$ cat src/rtl/sme_pkg.sv
`timescale 1ns / 1ps

package sme_pkg;

    localparam int STACK_DEPTH_DEF = 256;
    localparam int CNT_W_DEF       = $clog2(STACK_DEPTH_DEF + 1);

    localparam int WORD_W = 32;
    localparam int DATA_W = 30;

    typedef logic [WORD_W-1:0] word_t;
    typedef logic [DATA_W-1:0] data_t;

    // primitive codes carried in the data field
    localparam data_t PRIM_HALT  = data_t'(0);
    localparam data_t PRIM_ADD   = data_t'(1);
    localparam data_t PRIM_SUB   = data_t'(2);
    localparam data_t PRIM_MUL   = data_t'(3);
    localparam data_t PRIM_DIV   = data_t'(4);
    localparam data_t PRIM_PRINT = data_t'(6);

    typedef logic [1:0] fault_t;
    localparam fault_t FAULT_NONE = 2'd0;
    localparam fault_t FAULT_OVF  = 2'd1;
    localparam fault_t FAULT_UNF  = 2'd2;
    localparam fault_t FAULT_DIV0 = 2'd3;

    // instruction class
    typedef logic [2:0] cls_t;
    localparam cls_t CLS_PUSH  = 3'd0;
    localparam cls_t CLS_HALT  = 3'd1;
    localparam cls_t CLS_BIN   = 3'd2;
    localparam cls_t CLS_PRINT = 3'd3;
    localparam cls_t CLS_NOP   = 3'd4;

    typedef struct packed {
        logic   ir_load;
        logic   push;
        logic   halt;
        logic   fault_set;
        fault_t fault_code;
        logic   print;
        logic   alu_load;
        logic   div_start;
        logic   div_load;
        logic   wb;
        logic   out_load;
    } cmd_t;

    typedef struct packed {
        logic run;
        cls_t cls;
        logic full;
        logic lt2;
        logic empty;
        logic is_div;
        logic b_zero;
        logic div_done;
    } sts_t;

endpackage

$ cat src/rtl/sme_ctrl.sv
`timescale 1ns / 1ps

module sme_ctrl (
    input  logic          clk,
    input  logic          rst_n,
    input  logic          in_valid,
    output logic          in_ready,
    output logic          out_valid,
    input  logic          out_ready,
    input  sme_pkg::sts_t sts,
    output sme_pkg::cmd_t cmd
);

    localparam logic [2:0] S_IDLE = 3'd0;
    localparam logic [2:0] S_DEC  = 3'd1;
    localparam logic [2:0] S_EXEC = 3'd2;
    localparam logic [2:0] S_DIV  = 3'd3;
    localparam logic [2:0] S_WB   = 3'd4;
    localparam logic [2:0] S_FIN  = 3'd5;

    logic [2:0] state_reg, state_next;
    logic       out_valid_reg, out_valid_next;
    logic       out_free;

    assign in_ready = (state_reg == S_IDLE);
    assign out_free = !out_valid_reg || out_ready;

    always_comb
    begin
        state_next     = state_reg;
        out_valid_next = out_valid_reg && !out_ready;
        cmd            = '0;
        case (state_reg)
            S_IDLE:
            begin
                if (in_valid)
                begin
                    cmd.ir_load = 1'b1;
                    state_next  = S_DEC;
                end
            end
            S_DEC:
            begin
                state_next = S_FIN;
                if (sts.run)
                begin
                    case (sts.cls)
                        sme_pkg::CLS_PUSH:
                        begin
                            if (sts.full)
                            begin
                                cmd.fault_set  = 1'b1;
                                cmd.fault_code = sme_pkg::FAULT_OVF;
                            end
                            else
                                cmd.push = 1'b1;
                        end
                        sme_pkg::CLS_HALT:
                            cmd.halt = 1'b1;
                        sme_pkg::CLS_BIN:
                        begin
                            if (sts.lt2)
                            begin
                                cmd.fault_set  = 1'b1;
                                cmd.fault_code = sme_pkg::FAULT_UNF;
                            end
                            else
                                state_next = S_EXEC;
                        end
                        sme_pkg::CLS_PRINT:
                        begin
                            if (sts.empty)
                            begin
                                cmd.fault_set  = 1'b1;
                                cmd.fault_code = sme_pkg::FAULT_UNF;
                            end
                            else
                                cmd.print = 1'b1;
                        end
                        default:
                            state_next = S_FIN;
                    endcase
                end
            end
            S_EXEC:
            begin
                if (!sts.is_div)
                begin
                    cmd.alu_load = 1'b1;
                    state_next   = S_WB;
                end
                else if (sts.b_zero)
                begin
                    cmd.fault_set  = 1'b1;
                    cmd.fault_code = sme_pkg::FAULT_DIV0;
                    state_next     = S_FIN;
                end
                else
                begin
                    cmd.div_start = 1'b1;
                    state_next    = S_DIV;
                end
            end
            S_DIV:
            begin
                if (sts.div_done)
                begin
                    cmd.div_load = 1'b1;
                    state_next   = S_WB;
                end
            end
            S_WB:
            begin
                cmd.wb     = 1'b1;
                state_next = S_FIN;
            end
            S_FIN:
            begin
                if (out_free)
                begin
                    cmd.out_load   = 1'b1;
                    out_valid_next = 1'b1;
                    state_next     = S_IDLE;
                end
            end
            default:
                state_next = S_IDLE;
        endcase
    end

    always_ff @(posedge clk or negedge rst_n)
    begin
        if (!rst_n)
        begin
            state_reg     <= S_IDLE;
            out_valid_reg <= 1'b0;
        end
        else
        begin
            state_reg     <= state_next;
            out_valid_reg <= out_valid_next;
        end
    end

    assign out_valid = out_valid_reg;

endmodule

$ cat config.mk
export PLATFORM = sky130hd
export DESIGN_NAME = sme_ctrl
export DESIGN_NICKNAME = d
export VERILOG_FILES = /design/src/rtl/sme_pkg.sv /design/src/rtl/sme_ctrl.sv
export SDC_FILE = /design/constraint.sdc
export NUM_CORES = 1
export LEC_CHECK = 0
export ABC_AREA = 1
export BUFFER_PORTS_ARGS = -buffer_cell sky130_fd_sc_hd__buf_4
export CORE_AREA = 4 4 41 43
export CTS_BUF_LIST = sky130_fd_sc_hd__clkbuf_4 sky130_fd_sc_hd__clkbuf_8 sky130_fd_sc_hd__clkbuf_16
export DETAILED_ROUTE_END_ITERATION = 6
export DIE_AREA = 0 0 45 47
export GPL_ROUTABILITY_DRIVEN = 0
export SLEW_MARGIN = 0
export SYNTH_ARGS = -nofsm -noshare
export SYNTH_HDL_FRONTEND = slang
export SYNTH_SLANG_ARGS = --single-unit
$ cat constraint.sdc
create_clock -name clk -period 1.46 [get_ports clk]
set_input_delay 0.146 -clock clk [delete_from_list [all_inputs] [get_ports clk]]
set_output_delay 0.146 -clock clk [all_outputs]
set_load 0.01 [all_outputs]
### Word level (Yosys, flattened, before mapping)

Index checks and enable logic that the tools add are counted.

| word-level totals | value |
|---|---|
| flip-flop bits (word level) | 4 |
| latch bits | 0 |
| bits in writable memories | 0 |
| memory bits (read-only) | 0 |
| input bits | 14 |
| output and inout port bits | 14 |
| logic and storage cells | 57 |
| memories | 0 |

| cells by class | value |
|---|---|
| $add $sub $neg | 0 |
| multiply operators | 0 |
| div/mod/pow operators | 0 |
| order comparisons | 0 |
| equal/unequal tests | 11 |
| shift-type cells | 0 |
| multiplexer cells | 37 |
| bitwise operators | 0 |
| reduce and logical (&&, ||, !) cells | 7 |

Operator list:

| cell | count |
|---|---|
| $mux W3 | 13 |
| $mux W1 | 18 |
| $pmux W3 S6 | 1 |
| $eq A3 B2 Y1 const B | 4 |
| $pmux W3 S3 | 1 |
| $eq A3 B1 Y1 const B | 2 |
| $eq A3 B3 Y1 const B | 2 |
| $logic_not A3 Y1 | 2 |
| $mux W6 | 1 |
| $ne A2 B2 Y1 const B | 3 |
| $pmux W3 S2 | 1 |
| $mux W2 | 2 |
| $reduce_and A3 Y1 | 1 |
| $logic_not A1 Y1 | 2 |
| $logic_and A1 B1 Y1 | 1 |
| $logic_or A1 B1 Y1 | 1 |

### Depth between registers and ports, before layout

| logic depth | value |
|---|---|
| depth after elaboration | 4 |
| mapped depth | 7 |
| mapped depth without buffers | 7 |

### Worst setup path before layout

No wires, ideal clock.

| timing path | value |
|---|---|
| path kind | reg2out |
| from | register state_reg[2] |
| to | output cmd[9] (netlist name) |
| arrival time | 1.006 ns |
| data required time | 1.314 ns |
| path slack | 0.308 ns |
| stages on the path, launching flop included | 6 |
| path through | dfrtp_1 inv_2 nand3_2 nor2_2 nand2_1 nor3b_2 |

RTL lines:

| what | line | text |
|---|---|---|
| from (decl) | sme_ctrl.sv:21 | `logic [2:0] state_reg, state_next;` |
| from (signal assigned) | sme_ctrl.sv:140 | `state_reg <= state_next;` |
| to (decl) | sme_ctrl.sv:11 | `output sme_pkg::cmd_t cmd` |

==> out/metrics.yaml <==
critPathBufInv: 2
p_comb_share_pct: 63.8
syn_avg_cell_area_um2: 5.72
seq_area_frac_synth_pct: 25.0
cp-endpoint: "cmd[9]"
h-tree-depth: 1
synthMuxAreaShare_pct: 0
drt_iter0_drc: 7
grt_pass1_vias: 520
wire_per_inst_um: 9.78
tightest_slew_ps: 240
yosys-top-cells-area: "dfrtp_1 (25%), nand2_1 (16%), nand3_1 (13%)"
multi_input_area_um2: 297
antenna_left: 0
clock-sinks: 4
reg2reg_setup_slack_ps: 270
dpl.hpwl_um: 992
antenna_found_initial: 0
synthesis.nets: 84
fp.dieH_um: 47
cap_viol_max_count: 0
io_buffers: 27
rows: 13
cpMaxStageDelayCell: "dfrtp_1"
rsz0062_at_grt: "yes"
max_stage_delay_ps: 390
syn_inst: 70
hp-start: "out_ready"
synth-seq-cells: 4
min_period_ps: 1430
p_clk_share_pct: 13.9
yosys.area_share.simple_pct: 54.7
async_flop_share_pct: 100
place_area_um2: 622
fmaxAchievable_mhz: 698
place_ws_ps: 121
final_cell_area_um2: 742
seq_power_share_pct: 22.3
synthToLayoutAreaGrowth_pct: 85.3
power.density_nw_per_um2: 1260
grt_pass1_wl_um: 1880
path_depth: 6
cp_max_fo: 4
cts_tree: "yes"
finalClockSkew_ps: 1.80
status: "complete, no violations"
crit_family: "simple AND/OR/NAND/NOR gates"
seq_area_um2: 101
ys_top_cells_by_count: "nand2_1 (17), inv_1 (12), nor2_1 (11), nand3_1 (10), dfrtp_1 (4)"
synth_fa_ha_area_share_pct: 0
setup_viol: 0
synth-xor-area-share_pct: 0
startpoint: "state_reg[2]"
p_sw_uw: 414
clock_tree.root_cell: "clkbuf_4"
fin_crit_sh_pct: 98.1
ys.flop_type: "dfrtp_1"
die_area_um2: 2120
synth-edff-count: 0
start_util_pct: 30.8
holdCritPathClass: "in2reg"
ys.warnings.count: 0
die_w_um: 45
final.setup.tns_ps: 0
grt_max_degree: 7
cts_buffer_depth: 2
path_class: "reg2out"
clk_pin_slew_ps: 40
final-hold-violation-count: 0
maxSlewHeadroom_pct: 83.8
drive_above_1_share_pct: 46.2
ios: 28
num_vias: 566
drt_wl_total_um: 1180
reg2regPathDepth: 7
worstPathArrival_ps: 1290
cp-end-kind: "output pin"
worstSetupStartpointType: "flip-flop"
rr_endpoint: "state_reg[2]"
clk_latency_ps: 230
p_sw_share_pct: 44.3
viasPerCell: 4.68
totalPowerFinal_uw: 935
final_nets: 122
core_region_area_um2: 1300
drc: 0
power_leakage_uw: 0.000419
power.internal_uw: 521
largest_reg_flops: 3
num_antenna_cells: 0
drtPass1Iterations: 4
grt.overflow.total: 0
synth_top_family_by_area: "simple AND/OR/NAND/NOR gates"
slew_viol_final: 0
fill_cells: 140
synth_compound_area_share_pct: 7.19
synth_top_area_share_pct: 25.0
worst-endpoint-required_ps: 1310
path_cells: "inv_2, nand3_4, nor2_4, nand2_2, nor3b_2, buf_4"
groute.usage.overall_pct: 11.5
r2r-start: "state_reg[2]"
synth_largest_area_cell: "dfrtp_1"
cts_buffers: 3
vdd_ir_drop_max_uv: 490
syn_area_um2: 400
synthMostInstantiatedCell: "nand2_1"
ys_types: 16
setup_slack_ps: 27.3
[worst reg2reg max path, delay by kind of cell (launching register included)]
kind	cells	cell delay [ps]
buffers and inverters	1	160
flip-flops	1	390
AND/OR/NAND/NOR	6	550
[routing by layer]
metal  routed length, um  up-vias  track usage (%)
met5                   0        -                0
met4                   0        0             3.51
met3                 102        0             2.30
met2                 623       19             22.0
met1                 458      248             12.6
li1                    -      299                -
[layout make-up]
cell class                      count  share of cell area, %
Multi-Input combinational cell     52                   40.0
Timing Repair Buffer               33                   33.7
Sequential cell                     4                   13.7
Inverter                           14                   7.08
Clock buffer                        3                   3.04
Tap cell                           15                   2.53
[stage by stage]
stage / hold slack (ps) / util, % / std cells
after global routing: 262 / 57.0 / 121
final: 233 / 57.0 / 121
after floorplan: -150 / - / 70
after detailed placement: -58.5 / 47.8 / 112
after global placement: -57.2 / 47.8 / 112
after CTS: 227 / 54.0 / 120
[worst min path at each step]
stage	to	slack [ps]	cells after the start
after floorplan	out_valid	-150	0
after global placement	out_valid	-60	1
after detailed placement	out_valid	-60	1
after CTS	out_valid	230	4
after global routing	state_reg[1]	260	2
final	out_valid	230	4
[cells in the final DEF (no fill, tap or decap), types with 2 or more instances in the layout]
cell	n
inv_2	3
nand2_2	2
dfrtp_1	3
nor2_1	10
buf_4	32
inv_1	11
clkbuf_4	3
nor2_4	2
nor3_1	2
nand3_1	9
nand2_1	15
[power groups by stage]
stage               Clock, uW  Combinational, uW  Sequential [uW]
floorplan                   0                279              212
global placement            0                465              213
detailed placement          0                466              213
CTS                       131                556              209
global route              139                667              211
finish                    130                596              209
[logic make-up (layout without fill, tap and decap cells)]
| family | Yosys count | after routing |
|---|---|---|
| simple gates | 47 | 47 |
| compound gates | 5 | 5 |
| buf+inv | 14 | 50 |
| flops | 4 | 4 |
[what timing repair did]
item | in CTS | in global routing
hold endpoints to repair | 4 | 0
cloned | 0 | 0
buffers inserted | 4 | 1
gates resized for setup | 6 | 6
endpoints found under the setup margin | 5 | 7
pin swaps | 2 | 2
hold buffers | 1 | 0
Note: power is estimated with default switching activity, not from simulation.
